**config.mk**
```make
export PLATFORM = sky130hd
export DESIGN_NAME = dad_corner
export DESIGN_NICKNAME = d
export VERILOG_FILES = /design/src/dad_pkg.sv /design/src/dad_corner.sv
export SDC_FILE = /design/constraint.sdc
export NUM_CORES = 2
export LEC_CHECK = 0
export ABC_AREA = 1
export BUFFER_PORTS_ARGS = -buffer_cell sky130_fd_sc_hd__buf_2
export CAP_MARGIN = 20
export CORE_UTILIZATION = 42
export DETAILED_ROUTE_END_ITERATION = 12
export SLEW_MARGIN = 20
export SYNTH_ARGS = -nofsm -noshare
export SYNTH_HDL_FRONTEND = slang
export SYNTH_SLANG_ARGS = --single-unit
```
**constraint.sdc**
```tcl
create_clock -name clock -period 7.5 [get_ports clock]
set_clock_uncertainty 0.15 [all_clocks]
set_input_delay 0.375 -clock clock [delete_from_list [all_inputs] [get_ports clock]]
set_output_delay 0.375 -clock clock [all_outputs]
set_load 0.005 [all_outputs]
```
**src/dad_pkg.sv**
```systemverilog
`timescale 1ns / 1ps
// ----------------------------------------------------------------------------
// dad_pkg
// Shared widths, register indexes, stage numbering and types for the
// detector anchor decoder.
// ----------------------------------------------------------------------------
package dad_pkg;

   // field widths
   localparam int ANCHOR_W   = 14;
   localparam int COORD_W    = 20;
   localparam int DBL_W      = COORD_W + 2;        // 2*c +/- s
   localparam int SCORE_W    = 16;
   localparam int CLS_W      = 3;
   localparam int THR_W      = 16;
   localparam int MSIZE_W    = 13;
   localparam int SIZE_W     = 14;
   localparam int CORNER_W   = 17;

   localparam int MAX_CLASSES     = 7;
   localparam int COORD_FRAC_BITS = 4;

   // divider: divisor is 2*model_size, quotient saturates at CORNER_W bits
   localparam int DIVR_W     = MSIZE_W + 1;
   localparam int DIV_BITS   = CORNER_W;
   localparam int REM_W      = DIVR_W + DIV_BITS;
   localparam int PROD_W     = DBL_W + SIZE_W + 1;
   localparam int HI_W       = SIZE_W + 8;
   localparam int CORNER_MAX = (1 << CORNER_W) - 1;

   // configuration port
   localparam int CSR_IDX_W  = 3;
   localparam int CSR_DATA_W = 16;

   localparam logic [CSR_IDX_W-1:0] REG_THRESHOLD    = 3'd0;
   localparam logic [CSR_IDX_W-1:0] REG_MODEL_SIZE   = 3'd1;
   localparam logic [CSR_IDX_W-1:0] REG_FRAME_WIDTH  = 3'd2;
   localparam logic [CSR_IDX_W-1:0] REG_FRAME_HEIGHT = 3'd3;
   localparam logic [CSR_IDX_W-1:0] REG_CLASSES_USED = 3'd4;

   localparam logic [THR_W-1:0]   RST_THRESHOLD    = 16'd16384;
   localparam logic [MSIZE_W-1:0] RST_MODEL_SIZE   = 13'd640;
   localparam logic [SIZE_W-1:0]  RST_FRAME_WIDTH  = 14'd640;
   localparam logic [SIZE_W-1:0]  RST_FRAME_HEIGHT = 14'd640;
   localparam logic [CLS_W-1:0]   RST_CLASSES_USED = 3'd4;

   // pipeline stage numbering
   localparam int ST_IN      = 0;                   // capture, doubled corners, pair argmax
   localparam int ST_MUL     = 1;                   // multiply by frame size, quad argmax
   localparam int ST_PRE     = 2;                   // threshold, sign, saturation check
   localparam int ST_DIV0    = 3;                   // first quotient bit
   localparam int ST_OUT     = ST_DIV0 + DIV_BITS;  // clamp
   localparam int NUM_STAGES = ST_OUT + 1;

   typedef struct packed {
      logic [SIZE_W-1:0]   size;
      logic [DIVR_W-1:0]   divisor;
      logic [CORNER_W-1:0] upper;
      logic                size_zero;
   } corner_cfg_type;

   typedef struct packed {
      logic [SCORE_W-1:0] score;
      logic [CLS_W-1:0]   cls;
      logic               ok;
   } cand_type;

   typedef struct packed {
      logic [ANCHOR_W-1:0] anchor;
      logic [CLS_W-1:0]    cls;
      logic [SCORE_W-1:0]  conf;
   } side_type;

   typedef struct packed {
      side_type            side;
      logic [CORNER_W-1:0] left;
      logic [CORNER_W-1:0] top;
      logic [CORNER_W-1:0] right;
      logic [CORNER_W-1:0] bottom;
   } res_type;

endpackage

```
**src/dad_corner.sv**
```systemverilog
`timescale 1ns / 1ps
// ----------------------------------------------------------------------------
// dad_corner
// One corner lane: doubled corner times frame size, then a one bit per
// stage restoring divide by 2*model_size, saturated and clamped to the frame.
// ----------------------------------------------------------------------------
module dad_corner (
   input  logic                                  clock,
   input  logic                                  adv,
   input  dad_pkg::corner_cfg_type               cfg,
   input  logic signed [dad_pkg::DBL_W-1:0]      dbl,
   output logic [dad_pkg::CORNER_W-1:0]          corner
);

   localparam int SAT_W = dad_pkg::PROD_W - 1 - dad_pkg::DIV_BITS;

   logic signed [dad_pkg::PROD_W-1:0]   prod_ff;
   logic                                zero_ff [dad_pkg::ST_PRE:dad_pkg::ST_OUT-1];
   logic                                sat_ff  [dad_pkg::ST_PRE:dad_pkg::ST_OUT-1];
   logic [dad_pkg::REM_W-1:0]           rem_ff  [dad_pkg::ST_PRE:dad_pkg::ST_OUT-2];
   logic [dad_pkg::DIV_BITS-1:0]        q_ff    [dad_pkg::ST_DIV0:dad_pkg::ST_OUT-1];
   logic [dad_pkg::CORNER_W-1:0]        corner_ff;
   logic [dad_pkg::CORNER_W-1:0]        corner_in;

   always_ff @(posedge clock) begin
      if (adv) begin
         prod_ff <= dbl * $signed({1'b0, cfg.size});
      end
   end

   // negative products truncate to zero or below, so the corner is 0
   always_ff @(posedge clock) begin
      if (adv) begin
         zero_ff[dad_pkg::ST_PRE] <= prod_ff[dad_pkg::PROD_W-1] | cfg.size_zero;
         sat_ff[dad_pkg::ST_PRE]  <= prod_ff[dad_pkg::PROD_W-2:dad_pkg::DIV_BITS] >=
                                     SAT_W'(cfg.divisor);
         rem_ff[dad_pkg::ST_PRE]  <= prod_ff[dad_pkg::REM_W-1:0];
      end
   end

   for (genvar s = dad_pkg::ST_DIV0; s < dad_pkg::ST_OUT; s++) begin : g_div
      localparam int BIT = dad_pkg::ST_OUT - 1 - s;
      logic [dad_pkg::REM_W-1:0]    trial;
      logic                         take;
      logic [dad_pkg::DIV_BITS-1:0] q_prev;

      assign trial = dad_pkg::REM_W'(cfg.divisor) << BIT;
      assign take  = rem_ff[s-1] >= trial;

      if (s == dad_pkg::ST_DIV0) begin : g_first
         assign q_prev = '0;
      end else begin : g_next
         assign q_prev = q_ff[s-1];
      end

      always_ff @(posedge clock) begin
         if (adv) begin
            zero_ff[s]  <= zero_ff[s-1];
            sat_ff[s]   <= sat_ff[s-1];
            q_ff[s]     <= q_prev | (dad_pkg::DIV_BITS'(take) << BIT);
         end
      end

      if (s < dad_pkg::ST_OUT - 1) begin : g_rem
         always_ff @(posedge clock) begin
            if (adv) begin
               rem_ff[s] <= take ? rem_ff[s-1] - trial : rem_ff[s-1];
            end
         end
      end
   end

   always_comb begin
      if (zero_ff[dad_pkg::ST_OUT-1]) begin
         corner_in = '0;
      end else if (sat_ff[dad_pkg::ST_OUT-1] || (q_ff[dad_pkg::ST_OUT-1] > cfg.upper)) begin
         corner_in = cfg.upper;
      end else begin
         corner_in = q_ff[dad_pkg::ST_OUT-1];
      end
   end

   always_ff @(posedge clock) begin
      if (adv) begin
         corner_ff <= corner_in;
      end
   end

   assign corner = corner_ff;

endmodule

```
Word-level counts from Yosys, hierarchy flattened

Memories as Yosys holds them, arrays and structs flattened.
Index checks and enable logic that the tools add are counted.

Flip-flop bits (word level): 54
Bits in latches: 0
Bits in writable memories: 852
Memory bits (read-only): 0
Output and inout port bits: 17
Logic and storage cells: 79
Memories kept: 4

Memory list:

| name    | depth | bits a word | rd ports | clocked after Yosys merged registers in | wr ports | line             | text |
|---|---|---|---|---|---|---|---|
| rem_ff  | 17    | 31          | 17       | 0                                       | 17       | dad_corner.sv:20 | `logic [dad_pkg::REM_W-1:0] rem_ff [dad_pkg::ST_PRE:dad_pkg::ST_OUT-2];` |
| q_ff    | 17    | 17          | 17       | 0                                       | 17       | dad_corner.sv:21 | `logic [dad_pkg::DIV_BITS-1:0] q_ff [dad_pkg::ST_DIV0:dad_pkg::ST_OUT-1];` |
| sat_ff  | 18    | 1           | 18       | 0                                       | 18       | dad_corner.sv:19 | `logic sat_ff [dad_pkg::ST_PRE:dad_pkg::ST_OUT-1];` |
| zero_ff | 18    | 1           | 18       | 0                                       | 18       | dad_corner.sv:18 | `logic zero_ff [dad_pkg::ST_PRE:dad_pkg::ST_OUT-1];` |

Add/subtract/negate cells: 16
Multipliers: 1
Div/mod/pow operators: 0
Magnitude comparators: 19
Equality and inequality tests: 0
Shift-type cells: 0
Muxes and demuxes: 19
Bitwise logic cells: 17
Reduce and logical (&&, ||, !) cells: 1

Operators with widths:

| kind                                                           | count |
|---|---|
| 31-bit 2-to-1 mux                                              | 16 |
| 22-bit by 15-bit multiplier with 37-bit output                 | 1 |
| 31-bit by 14-bit greater-or-equal comparator with 1-bit output | 1 |
| 31-bit by 15-bit greater-or-equal comparator with 1-bit output | 1 |
| 31-bit by 16-bit greater-or-equal comparator with 1-bit output | 1 |
| 31-bit by 17-bit greater-or-equal comparator with 1-bit output | 1 |
| 31-bit by 18-bit greater-or-equal comparator with 1-bit output | 1 |
| 31-bit by 19-bit greater-or-equal comparator with 1-bit output | 1 |
| 31-bit by 20-bit greater-or-equal comparator with 1-bit output | 1 |
| 31-bit by 21-bit greater-or-equal comparator with 1-bit output | 1 |
| 31-bit by 22-bit greater-or-equal comparator with 1-bit output | 1 |
| 31-bit by 23-bit greater-or-equal comparator with 1-bit output | 1 |
| 31-bit by 24-bit greater-or-equal comparator with 1-bit output | 1 |
| 31-bit by 25-bit greater-or-equal comparator with 1-bit output | 1 |
| 31-bit by 26-bit greater-or-equal comparator with 1-bit output | 1 |
| 31-bit by 27-bit greater-or-equal comparator with 1-bit output | 1 |
| 31-bit by 28-bit greater-or-equal comparator with 1-bit output | 1 |
| 31-bit by 29-bit greater-or-equal comparator with 1-bit output | 1 |
| 31-bit by 30-bit greater-or-equal comparator with 1-bit output | 1 |
| 31-bit by 15-bit subtractor with 31-bit output                 | 1 |
| 31-bit by 16-bit subtractor with 31-bit output                 | 1 |
| 31-bit by 17-bit subtractor with 31-bit output                 | 1 |
| 31-bit by 18-bit subtractor with 31-bit output                 | 1 |
| 31-bit by 19-bit subtractor with 31-bit output                 | 1 |
| other kinds (33)                                               | 34 |

Longest topological paths before layout

An unclocked memory read counts as a cell.

Word-level depth: 4
Depth in mapped cells: 28
Depth with buffers taken out: 27

Worst setup path after synthesis

OpenSTA, ideal clock, no wires.

Kind: input -> register
From: input port dbl[21] (netlist name)
To: register prod_ff[36] (netlist name), data pin
Setup time: 0.254 ns
Arrival: 5.567 ns
Required time: 7.096 ns
Slack: 1.529 ns
Stages on the path: 24
Cells stage by stage: clkbuf_1 nand2_1 inv_1 fa_1 inv_1 fa_1 inv_1 fa_1 inv_1 fa_1 inv_1 fa_1 inv_1 fa_1 inv_1 ha_1 nand2_1 inv_1 a21boi_0 nand2_1 a21oi_1 nand3_1 nand2_1 nand2_1

Cells in the longest elaborated chain, start to end: 1

Ends and longest elaborated chain:

| what                                           | line             | text |
|---|---|---|
| start: declaration                             | dad_corner.sv:11 | `input logic signed [dad_pkg::DBL_W-1:0] dbl,` |
| 22-bit by 15-bit multiplier with 37-bit output | dad_corner.sv:27 | `prod_ff <= dbl * $signed({1'b0, cfg.size});` |
| end signal: assignment                         | dad_corner.sv:27 |  |
| end: declaration                               | dad_corner.sv:17 | `logic signed [dad_pkg::PROD_W-1:0] prod_ff;` |

Every way passes these cells.
A chain may end at the register's enable or synchronous reset.

Final worst setup path

From: input port cfg[32] (netlist name)
To: register prod_ff[30] (netlist name), data pin

Cells in the longest elaborated chain, start to end: 1

Ends and longest elaborated chain:

| what                                           | line             | text |
|---|---|---|
| start: declaration                             | dad_corner.sv:10 | `input dad_pkg::corner_cfg_type cfg,` |
| 22-bit by 15-bit multiplier with 37-bit output | dad_corner.sv:27 |  |

Every way passes these cells.

==> run metrics <==
largest family of logic cells by synthesized area simple AND/OR/NAND/NOR gates; xor/xnor share of the synthesized area 3.04%; nets@finish about 8000; Crit-path slowest cell fa_1; simple-gate share of the synthesized area 24.1%; critical path arrival a little over 6 ns; Crit path required time around 7.8 ns; Leak around 30 nW; syn nets 7883; first-pass GRT wire length 256 mm; Yosys Warn Count 0; # IOs 87; DPL Wire Length about 130 mm; Hold Vio Cnt, Final 0; wire length per cell 17.6 um; Iter 0 DRT Violations approximately 3400; first-pass detailed-route iteration total 6; post-synthesis register bit count 770; sequential area share after synthesis about 39%; CP Capture Type flop; CTS Buffer Depth 3; Reg clk slew, reported paths 0.06 ns; Root Buffer clkbuf_16; Sink Count 770; part of the cycle the worst path needs 78.2%; crit path launch type primary input; TritonCTS clock tree done; most frequent CP cell fa_1; Netlist cell types 58; Min-Delay Path Class in -> reg; Final TNS setup 0 ns; number of diodes 0; DRT antenna net count 0; Power Dens Cells 452 mW/mm2; WL final 163 mm; total number of vias about 47000; CTS H-tree depth 3; residual DRC count 0; mux share of post-synthesis cell area 0%; max-slew violation count 0; top cell type's share of synthesized area 39.0%; Netlist Area Pre-Place approximately 0.059 mm2; FF+latch area 0.0231 mm2; Initial Util 42.4%; max cap viols 0; family with the most delay on the worst path adder cells; Yosys top cell by area edfxtp_1; Rows between 100 and 150; Slew headroom 26.5%; Tmin final 5.86 ns; Worst Path Max Fanout 22; die area 0.143 mm2; initial antenna violation count 1; Placer Congestion 0.956; outcome finished clean; cells after synthesis between 7000 and 8000; kind of critical path in -> reg; CP Cell Sequence buf_2 -> nand2_1 -> inv_1 -> fa_1 -> inv_1 -> fa_1 -> inv_1 -> fa_1 -> fa_1 -> fa_1 -> inv_1 -> fa_1 -> inv_1 -> ha_1 -> a21oi_1 -> a21boi_0 -> o21ai_0 -> a21oi_1 -> nand2_1 -> nand2_1 -> nand2_1; Compound-Gate Fraction of Synth Area around 7%; WP buf/inv 6; RSZ-0062 raised after global routing false; Worst Tran Pin Value 1.10 ns; VDD IR-drop max ~0.00033 V; post-route cell area 0.0648 mm2; clock insertion delay at the later pin of the skew report 0.69 ns; area of the multi-input gates 0.0309 mm2; Die Ht 378 um; delay of the slowest critical-path stage approximately 0.57 ns; Syn Area/Cell about 8.3 um2; total grt overflow 0; pin count of the biggest net entering global routing 187; Port-buffer cells 86; Vias/cell approximately 5; share of cells above drive strength 1 5.34%; Core Area 0.140 mm2; FMAX 171 MHz; Die Wd around 380 um; Area after DPL ~0.062 mm2; Final setup violation count 0; adder-cell share of the synthesized area between 10% and 20%; CTS buffer count 86; Layout Area Growth over Synthesis 9.17%; fillers 13876; vias in the first global route 46094; GRT Total Usage 23.0%; top post-synthesis cells by area edfxtp_1 (39%), nand2_1 (13%), fa_1 (10%)
per-layer routing:
metal	up-vias	share of wire [%]	global-route usage [%]
met2	1084	48	39.4
met5	-	0	0
met3	250	4.1	1.90
li1	23398	-	-
met1	22230	45	30.4
met4	0	3.4	8.40
sequential cells by signal, summed over array words and instances (netlist names):
signal and cells:
rem_ff 527, corner 17, q_ff 153, prod_ff 37, zero_ff 18, sat_ff 18
cell type report:
class / instances / area share [%]
repair buffers: 138 / 1.41
flip-flops and latches: 770 / 35.7
well taps: 1876 / 3.62
clock buffers: 98 / 3.42
inverters: 1271 / 7.38
clock inverters: 55 / 0.830
multi-input cells: 5011 / 47.6
logic make-up after synthesis:
family,after synthesis
simple gates,3386
buf+inv,1370
flops,770
compound gates,757
fa+ha+maj,662
xor+xnor,206
synthesized netlist by cell type, drive strengths merged:
library cell and n:
nand3 386, nand4 123, nor2 605, a21boi 9, edfxtp 770, o21bai 26, a21o 27, nor3b 7
ha 356, a21oi 369, nand3b 50, and2 7, inv 1269, o21a 10, nor3 110, a211oi 1
o21ai 304, buf 41, fa 306, nand2 2057, nor4 22, nor2b 1, a31oi 6, and3 6
clkbuf 58, xnor2 94, clkinv 2, or2 12, o31ai 2, o211ai 2, xor2 112, a31o 1
metrics by stage:
step                      util, %  instances  total power, mW  setup WS (ns)  hold WS, ns
final                        46.3       9219             29.3           1.64       0.0321
after global routing         46.3       9219             32.2           1.21       0.0639
after CTS                    46.3       9217             29.4           1.59       0.0262
after detailed placement     44.2       9046             25.1          0.839        0.255
after global placement       44.2       9046             25.1          0.805        0.251
after floorplan                 -       7151             20.1           1.53        0.250
power breakdown:
| part | switching, mW | internal [mW] |
|---|---|---|
| clock | 1.78 | 2.41 |
| sequential | 0.855 | 6.67 |
| combinational | 11.5 | 6.11 |
path summary, 6_finish.rpt:
kind | from | endpoint | slack [ns] | cells after the start
setup / recovery | cfg[32] | prod_ff[30] | 1.64 | 21
hold / removal | adv | rem_ff[0][247] | 0.03 | 1
setup reg to reg | rem_ff[0][468] | rem_ff[0][511] | 4.26 | 14
hold reg to reg | q_ff[0][264] | q_ff[0][281] | 0.26 | 0
cells in the final DEF, fill, tap and decap left out, types with 17 or more instances in the layout:
master         instances
xor2_1               112
inv_1               1257
edfxtp_1             770
nor2_2                19
nand3b_1              49
buf_2                 85
fa_1                 306
o21ai_0              206
clkinv_1              17
clkbuf_16             87
dlygate4sd3_1         18
nand2_1             2031
a21oi_1              350
ha_1                 356
xnor2_1               94
a21oi_2               19
buf_4                 30
nor3_1               106
nor4_1                20
a21o_1                27
o21bai_1              25
nand3_1              380
nand2_2               21
nand4_1              122
o21ai_2               31
nor2_1               578
o21ai_1               67
repair_timing:
action                    CTS  global route
hold buffers               18             0
hold endpoints to repair   18             0
resized for setup           0             0
setup buffers               0             0
Note: power is estimated with default switching activity, not from simulation.
